**src/rtl/core/input_event_ring_queue_core_assert.svh**
```systemverilog
// assertion macros used by the event queue rtl
`ifndef INPUT_EVENT_RING_QUEUE_CORE_ASSERT_SVH
`define INPUT_EVENT_RING_QUEUE_CORE_ASSERT_SVH

// same-cycle implication, checked out of reset
`define IERQ_ASSERT_NOW(label, ante, cons, msg) \
  label: assert property (@(posedge clk) disable iff (rst) (ante) |-> (cons)) \
    else $error(msg);

// next-cycle implication, checked out of reset
`define IERQ_ASSERT_NEXT(label, ante, cons, msg) \
  label: assert property (@(posedge clk) disable iff (rst) (ante) |=> (cons)) \
    else $error(msg);

`endif

```
**src/rtl/core/ierq_pkg.sv**
```systemverilog
// types, codes and event packing for the input event ring queue
`timescale 1ns / 1ps
package ierq_pkg;

  localparam int QUEUE_DEPTH_DEF = 32;

  localparam int IN_DATA_W  = 112;
  localparam int IN_USER_W  = 2;
  localparam int OUT_DATA_W = 128;
  localparam int EVENT_W    = 64;
  localparam int CFG_IDX_W  = 1;
  localparam int CFG_DATA_W = 8;

  localparam logic [1:0] CMD_KEY    = 2'd0;
  localparam logic [1:0] CMD_MOUSE  = 2'd1;
  localparam logic [1:0] CMD_POLL   = 2'd2;
  localparam logic [1:0] CMD_SERIAL = 2'd3;

  localparam logic [CFG_IDX_W-1:0] REG_KEY_TYPE   = 1'b0;
  localparam logic [CFG_IDX_W-1:0] REG_MOUSE_TYPE = 1'b1;

  localparam logic [7:0] KEY_TYPE_RST   = 8'd1;
  localparam logic [7:0] MOUSE_TYPE_RST = 8'd2;

  localparam logic [7:0] CHAR_CR = 8'h0d;
  localparam logic [7:0] CHAR_LF = 8'h0a;

  typedef struct packed {
    logic valid;
    logic present;
  } poll_t;

  function automatic logic [EVENT_W-1:0] pack_event(
    input logic [1:0]  cmd,
    input logic [7:0]  key_type,
    input logic [7:0]  mouse_type,
    input logic [23:0] key_code,
    input logic [31:0] key_value,
    input logic [15:0] delta_x,
    input logic [15:0] delta_y,
    input logic [23:0] button_bits
  );
    logic [7:0] ch;
    logic [EVENT_W-1:0] word;
    ch = key_code[7:0];
    if (ch == CHAR_CR) begin
      ch = CHAR_LF;
    end
    case (cmd)
      CMD_MOUSE:  word = {mouse_type, button_bits, delta_y, delta_x};
      CMD_SERIAL: word = {key_type, 16'd0, ch, 32'd1};
      default:    word = {key_type, key_code, key_value};
    endcase
    return word;
  endfunction

endpackage

```
**src/rtl/core/input_event_ring_queue_core.sv**
```systemverilog
// top level of the input event ring queue
// usage:
//   input words enter on s_axis; tuser carries the command (push key, push mouse,
//   poll, push serial character), tdata the payload fields.
//   each poll gives one output word on m_axis; pushes give none. an empty-queue
//   poll gives a word with the present flag and all fields zero.
//   a push into a full queue drops the oldest event.
//   a poll result is registered in the store read register, then in the
//   output register.
//   throughput: one word per cycle on the input while results are taken.
//   the store read register and the output register hold up to two results;
//   when the receiver stalls with both full, s_axis_tready drops until it
//   takes the waiting word.
//   reset empties the queue and sets the type registers to 1 (key) and 2
//   (mouse); store contents stay as they were and are never read unwritten.
//   cfg_we writes cfg_data to the register at cfg_index; the write is registered.
`timescale 1ns / 1ps
module input_event_ring_queue_core import ierq_pkg::*; #(
  parameter int QUEUE_DEPTH = QUEUE_DEPTH_DEF
) (
  input  logic                  clk,
  input  logic                  rst,
  input  logic                  cfg_we,
  input  logic [CFG_IDX_W-1:0]  cfg_index,
  input  logic [CFG_DATA_W-1:0] cfg_data,
  input  logic                  s_axis_tvalid,
  output logic                  s_axis_tready,
  // key_code, key_value, delta_x, delta_y, button_bits
  input  logic [IN_DATA_W-1:0]  s_axis_tdata,
  // command
  input  logic [IN_USER_W-1:0]  s_axis_tuser,
  output logic                  m_axis_tvalid,
  input  logic                  m_axis_tready,
  // event_type, event_code, event_value, packed_event
  output logic [OUT_DATA_W-1:0] m_axis_tdata,
  // event_present
  output logic                  m_axis_tuser
);

  logic [7:0]         key_type_code;
  logic [7:0]         mouse_type_code;
  logic               accept, push_en, pop_req;
  logic [EVENT_W-1:0] push_word;
  logic [EVENT_W-1:0] rd_word;
  poll_t              poll;

  always_ff @(posedge clk) begin
    if (rst) begin
      key_type_code   <= KEY_TYPE_RST;
      mouse_type_code <= MOUSE_TYPE_RST;
    end else if (cfg_we) begin
      unique case (cfg_index)
        REG_KEY_TYPE:   key_type_code   <= cfg_data;
        REG_MOUSE_TYPE: mouse_type_code <= cfg_data;
        default: ;
      endcase
    end
  end

  assign accept  = s_axis_tvalid && s_axis_tready;
  assign pop_req = accept && (s_axis_tuser == CMD_POLL);
  assign push_en = accept && (s_axis_tuser != CMD_POLL);

  assign push_word = pack_event(s_axis_tuser, key_type_code, mouse_type_code,
                                s_axis_tdata[23:0], s_axis_tdata[55:24],
                                s_axis_tdata[71:56], s_axis_tdata[87:72],
                                s_axis_tdata[111:88]);

  ierq_ctrl #(
    .QUEUE_DEPTH(QUEUE_DEPTH)
  ) u_ctrl (
    .clk      (clk),
    .rst      (rst),
    .push_en  (push_en),
    .pop_req  (pop_req),
    .push_word(push_word),
    .poll     (poll),
    .rd_word  (rd_word)
  );

  ierq_out u_out (
    .clk        (clk),
    .rst        (rst),
    .poll       (poll),
    .rd_word    (rd_word),
    .in_ready   (s_axis_tready),
    .out_valid  (m_axis_tvalid),
    .out_ready  (m_axis_tready),
    .out_present(m_axis_tuser),
    .out_data   (m_axis_tdata)
  );

endmodule

```
**src/rtl/core/ierq_ram.sv**
```systemverilog
// generic single-write, single-read ram with registered read data
`timescale 1ns / 1ps
module ierq_ram #(
  parameter int WIDTH = 64,
  parameter int DEPTH = 32
) (
  input  logic                     clk,
  input  logic                     we,
  input  logic [$clog2(DEPTH)-1:0] waddr,
  input  logic [WIDTH-1:0]         wdata,
  input  logic                     re,
  input  logic [$clog2(DEPTH)-1:0] raddr,
  output logic [WIDTH-1:0]         rdata
);

  logic [WIDTH-1:0] mem [DEPTH];

  always_ff @(posedge clk) begin
    if (we) begin
      mem[waddr] <= wdata;
    end
    if (re) begin
      rdata <= mem[raddr];
    end
  end

endmodule

```
**src/rtl/core/ierq_ctrl.sv**
```systemverilog
// ring pointers, fill count and event store
`timescale 1ns / 1ps
module ierq_ctrl import ierq_pkg::*; #(
  parameter int QUEUE_DEPTH = QUEUE_DEPTH_DEF
) (
  input  logic               clk,
  input  logic               rst,
  input  logic               push_en,
  input  logic               pop_req,
  input  logic [EVENT_W-1:0] push_word,
  output poll_t              poll,
  output logic [EVENT_W-1:0] rd_word
);

  `include "input_event_ring_queue_core_assert.svh"

  localparam int PTR_W = $clog2(QUEUE_DEPTH);
  localparam int CNT_W = $clog2(QUEUE_DEPTH + 1);
  localparam logic [PTR_W-1:0] PTR_LAST = PTR_W'(QUEUE_DEPTH - 1);
  localparam logic [CNT_W-1:0] CNT_FULL = CNT_W'(QUEUE_DEPTH);

  logic [PTR_W-1:0] read_pointer, read_pointer_next;
  logic [PTR_W-1:0] write_pointer, write_pointer_next;
  logic [CNT_W-1:0] fill_count, fill_count_next;
  logic             empty, full, pop_en;
  logic [PTR_W-1:0] rp_inc, wp_inc;

  assign empty  = (fill_count == '0);
  assign full   = (fill_count == CNT_FULL);
  assign pop_en = pop_req && !empty;
  assign rp_inc = (read_pointer == PTR_LAST) ? '0 : read_pointer + PTR_W'(1);
  assign wp_inc = (write_pointer == PTR_LAST) ? '0 : write_pointer + PTR_W'(1);

  assign poll.valid   = pop_req;
  assign poll.present = !empty;

  always_comb begin
    read_pointer_next  = read_pointer;
    write_pointer_next = write_pointer;
    fill_count_next    = fill_count;
    if (push_en) begin
      write_pointer_next = wp_inc;
      if (full) begin
        read_pointer_next = rp_inc;
      end else begin
        fill_count_next = fill_count + CNT_W'(1);
      end
    end else if (pop_en) begin
      read_pointer_next = rp_inc;
      fill_count_next   = fill_count - CNT_W'(1);
    end
  end

  always_ff @(posedge clk) begin
    if (rst) begin
      read_pointer  <= '0;
      write_pointer <= '0;
      fill_count    <= '0;
    end else begin
      read_pointer  <= read_pointer_next;
      write_pointer <= write_pointer_next;
      fill_count    <= fill_count_next;
    end
  end

  ierq_ram #(
    .WIDTH(EVENT_W),
    .DEPTH(QUEUE_DEPTH)
  ) u_store (
    .clk  (clk),
    .we   (push_en),
    .waddr(write_pointer),
    .wdata(push_word),
    .re   (pop_en),
    .raddr(read_pointer),
    .rdata(rd_word)
  );

  `IERQ_ASSERT_NOW(a_fill_bound, 1'b1, fill_count <= CNT_FULL,
    "fill count above queue depth")
  `IERQ_ASSERT_NOW(a_empty_ptrs, empty, read_pointer == write_pointer,
    "pointers differ on empty queue")
  `IERQ_ASSERT_NOW(a_full_ptrs, full, read_pointer == write_pointer,
    "pointers differ on full queue")
  `IERQ_ASSERT_NEXT(a_overwrite, push_en && full, full && read_pointer == write_pointer,
    "push into full queue lost the full state")

endmodule

```
**src/rtl/core/ierq_out.sv**
```systemverilog
// read-data stage and output register for poll results
`timescale 1ns / 1ps
module ierq_out import ierq_pkg::*; (
  input  logic                  clk,
  input  logic                  rst,
  input  poll_t                 poll,
  input  logic [EVENT_W-1:0]    rd_word,
  output logic                  in_ready,
  output logic                  out_valid,
  input  logic                  out_ready,
  output logic                  out_present,
  output logic [OUT_DATA_W-1:0] out_data
);

  poll_t              stage;
  logic               out_free;
  logic [EVENT_W-1:0] word;

  assign out_free = !out_valid || out_ready;
  assign in_ready = !(stage.valid && !out_free);
  assign word     = stage.present ? rd_word : '0;

  always_ff @(posedge clk) begin
    if (rst) begin
      stage     <= '0;
      out_valid <= 1'b0;
    end else begin
      if (!stage.valid || out_free) begin
        stage <= poll;
      end
      if (out_free) begin
        out_valid <= stage.valid;
      end
    end
  end

  always_ff @(posedge clk) begin
    if (out_free && stage.valid) begin
      out_present <= stage.present;
      out_data    <= {word, word[31:0], word[55:32], word[63:56]};
    end
  end

endmodule
```
**config.mk**
```make
export PLATFORM = sky130hd
export DESIGN_NAME = input_event_ring_queue_core
export DESIGN_NICKNAME = d
export VERILOG_FILES = /design/src/rtl/core/ierq_pkg.sv /design/src/rtl/core/input_event_ring_queue_core.sv /design/src/rtl/core/ierq_ram.sv /design/src/rtl/core/ierq_ctrl.sv /design/src/rtl/core/ierq_out.sv
export VERILOG_INCLUDE_DIRS = /design/src /design/src/rtl/core
export SDC_FILE = /design/constraint.sdc
export NUM_CORES = 2
export LEC_CHECK = 0
export ABC_CLOCK_PERIOD_IN_PS = 8090
export BUFFER_PORTS_ARGS = -buffer_cell sky130_fd_sc_hd__buf_2
export CAP_MARGIN = 20
export CELL_PAD_IN_SITES_DETAIL_PLACEMENT = 0
export CELL_PAD_IN_SITES_GLOBAL_PLACEMENT = 1
export CORE_ASPECT_RATIO = 1.4
export CORE_MARGIN = 4
export CORE_UTILIZATION = 30
export CTS_CLUSTER_DIAMETER = 150
export CTS_CLUSTER_SIZE = 25
export DETAILED_ROUTE_END_ITERATION = 6
export PLACE_DENSITY_LB_ADDON = 0.1
export SLEW_MARGIN = 20
export SYNTH_ARGS = -nofsm -noshare
export SYNTH_HDL_FRONTEND = slang
export SYNTH_SLANG_ARGS = --single-unit
```
**constraint.sdc**
```tcl
create_clock -name clk -period 8.09 [get_ports clk]
set_input_delay 0.809 -clock clk [delete_from_list [all_inputs] [get_ports clk]]
set_output_delay 0.809 -clock clk [all_outputs]
set_load 0.1 [all_outputs]
```
## Yosys cells after proc, flatten, opt, wreduce, memory -nomap -nowiden

Memory sizes are Yosys's and may differ from the RTL's. A register that Yosys moved wholly into a read port is not among the register bits.
Index checks and enable logic that the tools add are counted.

- Flip-flop bits (word level): 164
- Bits in read-only memories: 0
- Latch bits: 0
- Input bits: 128
- Output and inout bits: 131
- Word-level logic and storage cells: 58
- Memories: 1
- Bits in writable memories: 2,048

Memory list:

| name | depth | width | rd ports | clocked after memory_dff | write ports | line | source |
|---|---|---|---|---|---|---|---|
| u_ctrl.u_store.mem | 32 | 64 | 1 | 1 | 1 | ierq_ram.sv:16 | `logic [WIDTH-1:0] mem [DEPTH];` |

- Divide/modulo/power cells: 0
- Add/sub/neg operators: 4
- Reduce and logical (&&, ||, !) cells: 19
- Shift operators: 0
- Eq/ne operators: 10
- Bitwise operators: 1
- Muxes and demuxes: 13
- $mul: 0
- Magnitude comparators: 0

Operators by type and width:

| cell | number |
|---|---|
| one-hot mux 64 bit (2 select lines) | 1 |
| 2-to-1 mux 64 bit | 1 |
| 2-to-1 mux 5 bit | 5 |
| 2-to-1 mux 6 bit | 3 |
| adder 5 x 1 -> 5 bit (second input constant) | 2 |
| equality test 5 bit (second input constant) | 2 |
| equality test 8 x 4 -> 1 bit (second input constant) | 1 |
| 2-to-1 mux 8 bit | 1 |
| AND reduction 2 bit | 4 |
| adder 6 x 1 -> 6 bit (second input constant) | 1 |
| equality test 6 bit (second input constant) | 1 |
| logical AND 1 bit | 6 |
| logical NOT 6 bit | 1 |
| subtractor 6 x 1 -> 6 bit (second input constant) | 1 |
| logical NOT 1 bit | 5 |
| equality test 2 bit (second input constant) | 2 |
| != test 2 bit (second input constant) | 2 |
| equality test 2 x 1 -> 1 bit (second input constant) | 1 |
| logical OR 1 bit | 2 |
| 2-to-1 mux 1 bit | 2 |
| != test 2 x 1 -> 1 bit (second input constant) | 1 |
| nonzero test 2 bit | 1 |
| NOT 1 bit | 1 |

## Longest topological paths before layout

- Depth after elaboration: 10
- Gate-level depth with buffers: 11
- Mapped depth without buffers: 10

## Hierarchy

A second synthesis with hierarchy kept.

- Cell total of the unflattened synthesis: 3,611
- Area, all modules: 84,965.2 sq um

Modules (own cells, without submodules):

| module | area an instance (sq um) | seq. area each (sq um) | cells an instance | times used |
|---|---|---|---|---|
| ierq_ram | 79,605.1 | 63,420.8 | 3,097 | 1 |
| ierq_out | 3,037.9 | 2,011.9 | 213 | 1 |
| input_event_ring_queue_core | 1,326.3 | 320.3 | 189 | 1 |
| ierq_ctrl | 996.0 | 320.3 | 112 | 1 |

## Least setup slack after synthesis

Ideal clock, no wire load.

- Kind: input-to-reg
- Start: input m_axis_tready
- End: register u_out.out_data[100], enable pin
- Path buffers: 0
- Setup slack: 1.925 ns
- Setup time: 0.587 ns
- Data required time: 7.503 ns
- Cell stages on the path: 2
- Arrival time: 5.578 ns
- Cell sequence: inv_1 > a21boi_0

- Word-level cells in the longest chain between the ends: 2

RTL lines:

| element | line | source |
|---|---|---|
| start, declared | input_event_ring_queue_core.sv:33 | `input logic m_axis_tready,` |
| logical OR 1 bit | ierq_out.sv:19 | `assign out_free = !out_valid \|\| out_ready;` |
| logical AND 1 bit | ierq_out.sv:38 | `if (out_free && stage.valid) begin` |
| end signal, assigned | ierq_out.sv:40 | `out_data <= {word, word[31:0], word[55:32], word[63:56]};` |
| end, declared | ierq_out.sv:12 | `output logic [OUT_DATA_W-1:0] out_data` |

Every way passes these cells.
A chain may end at the register's enable or synchronous reset.

## Final worst setup path

- Start: register u_out.out_valid
- End: memory u_ctrl.u_store.mem[2][1], enable pin

- Word-level cells in the longest chain between the ends: 9

RTL lines:

| element | line | source |
|---|---|---|
| start, declared | ierq_out.sv:9 | `output logic out_valid,` |
| start signal, assigned | ierq_out.sv:32 | `out_valid <= stage.valid;` |
| logical NOT 1 bit | ierq_out.sv:19 |  |
| logical OR 1 bit | ierq_out.sv:19 |  |
| logical NOT 1 bit | ierq_out.sv:20 | `assign in_ready = !(stage.valid && !out_free);` |
| logical AND 1 bit | ierq_out.sv:20 |  |
| logical NOT 1 bit | ierq_out.sv:20 |  |
| logical AND 1 bit | input_event_ring_queue_core.sv:60 | `assign accept = s_axis_tvalid && s_axis_tready;` |
| logical AND 1 bit | input_event_ring_queue_core.sv:62 | `assign push_en = accept && (s_axis_tuser != CMD_POLL);` |
| 2-to-1 mux 1 bit | ierq_ram.sv:19 | `if (we) begin` |
| 2-to-1 mux 1 bit (not written as such) | ierq_ram.sv:20 | `mem[waddr] <= wdata;` |
| end, declared | ierq_ram.sv:16 |  |

Every way passes these cells.

==> impl_metrics.tcl <==
set metrics [dict create \
    run_status "complete, no violations" \
    route.final.wire_length_mm 257 \
    holdWs_ns 0.328 \
    i_o_pin_count 259 \
    netlist.area_leader.share_pct 76.7 \
    drt-wirelength-per-cell_microns 32.4 \
    core_area_sq_mm 0.283 \
    power.static_leakage_nw 28.7 \
    critical_path.cell_chain "nand3b_1, nand2_1, nor2_1, nand2_1, nor2_4, buf_4, buf_4" \
    setup_ws_ns 4.06 \
    post_route_cells_drive_above_1_share_pct 28.0 \
    cp_num_cells 7 \
    final.setup.tns_ns 0 \
    rsz0062_at_grt "no" \
    clock_buffers_created_by_tritoncts 98 \
    place_worst_setup_slack_ns 3.25 \
    crit_type "reg2reg" \
    finish.instance_area_sq_mm 0.0946 \
    crit_buf_inv 2 \
    dpl_cell_area_sq_mm 0.0918 \
    area_growth_pct 10.9 \
    critical_path.endpoint_type "register" \
    cp_max_fo 35 \
    synthesis.nets 4087 \
    worst-r2r-setup-slack_ns 4.06 \
    dpl.cell_count 7805 \
    holdBufCountCts 0 \
    first_global_vias 41700 \
    cp_data_arrival_time_ns 4.43 \
    later_pin_clock_latency_in_the_skew_report_ns 0.78 \
    postSynthCellCount 3947 \
    maximum_operating_frequency_mhz 248 \
    clock_tree.root_cell "clkbuf_16" \
    crit_path_top_delay_cell "buf_4" \
    postSynth.asyncResetShare_pct 0 \
    std_cell_rows 231 \
    least_margin_pin_slew_ns 1.10 \
    yosys-top-cells-area "edfxtp_1 77%, mux4_2 14%, mux2i_1 1.9%, buf_4 0.84%, dfxtp_1 0.82%" \
    tritoncts "done" \
    hp-class "in2reg" \
    skew_final_ns 0.0402 \
    final-hold-violation-count 0 \
    cts.repair.resized 0 \
    yosysTopAreaCell "edfxtp_1" \
    finish.utilization_pct 33.4 \
    peak_supply_drop_v 0.000174 \
    synth.cells.most_frequent "2177 x edfxtp_1, 516 x mux4_2, 175 x nand2_1" \
    grt_use_met3_pct 1.46 \
    die_height_microns 639 \
    gr-usage-met1_pct 22.9 \
    start_util_pct 30.1 \
    critPathRequiredTime_ns 8.49 \
    synth_most_common_cell "edfxtp_1" \
    max_cap_viols 0 \
    final_nets 4318 \
    slew_headroom_pct 26.3 \
    yosys_most_used_dff "edfxtp_1" \
    period_needed_ns 4.03 \
    cts_htree_levels 3 \
    grt_first_pass_wirelength_mm 353 \
    cp-start-kind "register" \
    timing.final.setup_violations 0 \
    half_perimeter_wire_length_after_placement_mm 143 \
    worst_setup_hold_path_clk_slew_ns 0.10 \
    antenna_found_initial 5 \
    drc_violations_left 0 \
    grt_start_max_net_pins 93 \
    die_area_sq_mm 0.293 \
    globalRoute.totalOverflow 0 \
    finalWeightedCongestion 0.714 \
    ff_latch_count_synth 2212 \
    powerDensity_mw_per_mm2 235 \
    synth-seq-area-share_pct 77.5 \
    number_of_iterations_in_the_first_detailed_routing_pass 5 \
    synth_cell_type_count 53 \
    port_buffers 258 \
    finalPower_mw 22.2 \
    finalMaxSlewViolations 0 \
    synth_edf_count 2177 \
    synth.avg_cell_area_sq_um 21.6 \
    post-cts-setup-buffers 0 \
    final.fill_count 26500 \
    worstHoldPathCells 3 \
    via_per_inst 4.93 \
    drt_iter0_markers 3170 \
    global_route_met2_utilization_pct 31.4 \
    largest_delay_share_family_worst_path "simple AND/OR/NAND/NOR gates" \
    clk_buf_depth 3 \
    dieWidth_microns 459 \
    clock_sinks 2212 \
    mappedNetlistArea_sq_mm 0.0853 \
    timing.reg2reg.worst_path_depth 7 \
    grt-busiest-layer "met2" \
    worst_path_max_stage_delay_ns 0.79 \
    detailroute.via_count 39200 \
    route.antenna.remaining_nets 0 \
    globalRouteTotalUtil_pct 17.3 \
    finished_layout_cells 7943 \
    synth-warning-count 0 \
    layout_worst_path_cycle_share_pct 49.8 \
]
## cell families after synthesis
kind of cell | synth area share (%)
compound gates | 1.91
simple gates | 2.27
flops | 77.5
xor+xnor | 0.0514
buf+inv | 1.93
mux | 16.2
fa+ha+maj | 0.185
## sequential cells by signal, indices dropped and copies added (netlist names)
name                  count
u_ctrl.u_store.mem     2048
u_ctrl.read_pointer       5
u_ctrl.fill_count         6
u_out.stage               2
u_ctrl.write_pointer      5
key_type_code             8
u_out.out_data           64
u_out.out_valid           1
u_ctrl.u_store.rdata     64
u_out.out_present         1
mouse_type_code           8
## layout by cell type (no fill, tap or decap), drive strengths merged, types with 52 or more instances in the layout
cell,count
edfxtp,2177
mux4,516
buf,398
nand2,175
mux2i,159
clkbuf,127
nor2,118
o21ai,74
and2,72
inv,56
mux2,52
## final timing paths
check / startpoint / endpoint
worst min register to register: key_type_code[3] / key_type_code[3]
worst max-delay path: u_out.out_valid / u_ctrl.u_store.mem[2][1]
worst max register to register: u_out.out_valid / u_ctrl.u_store.mem[2][1]
worst min-delay path: cfg_data[1] / key_type_code[1]
## layer usage
layer  vias to the layer above  wire [microns]
li1                      16500               -
met1                     21800          111000
met2                       664          136000
met3                       153            6790
met4                         0            3820
met5                         -               0
## power by group
| part | internal (mW) | switching [mW] |
|---|---|---|
| combinational | 1.53 | 1.88 |
| clock | 2.26 | 3.62 |
| sequential | 12.8 | 0.121 |
## worst register-to-register path: stages (launching register included)
cell	delay (ns)
dfxtp_1	0.37
nand3b_1	0.21
nand2_1	0.16
nor2_1	0.54
nand2_1	0.63
nor2_4	0.24
buf_4	0.79
buf_4	0.72
## layout make-up
class / instances / area, sq um / share of cell area [%]
multi-input combinational: 1415 / 18200 / 19.2
sequential: 2212 / 66100 / 69.9
tap: 3728 / 4660 / 4.93
antenna: 2 / 5.00 / 0.00529
timing repair buffer: 398 / 2760 / 2.92
clock buffer: 127 / 2560 / 2.71
inverter: 53 / 204 / 0.216
clock inverter: 8 / 133 / 0.140
No activity file was read; power rests on OpenSTA's default activity.
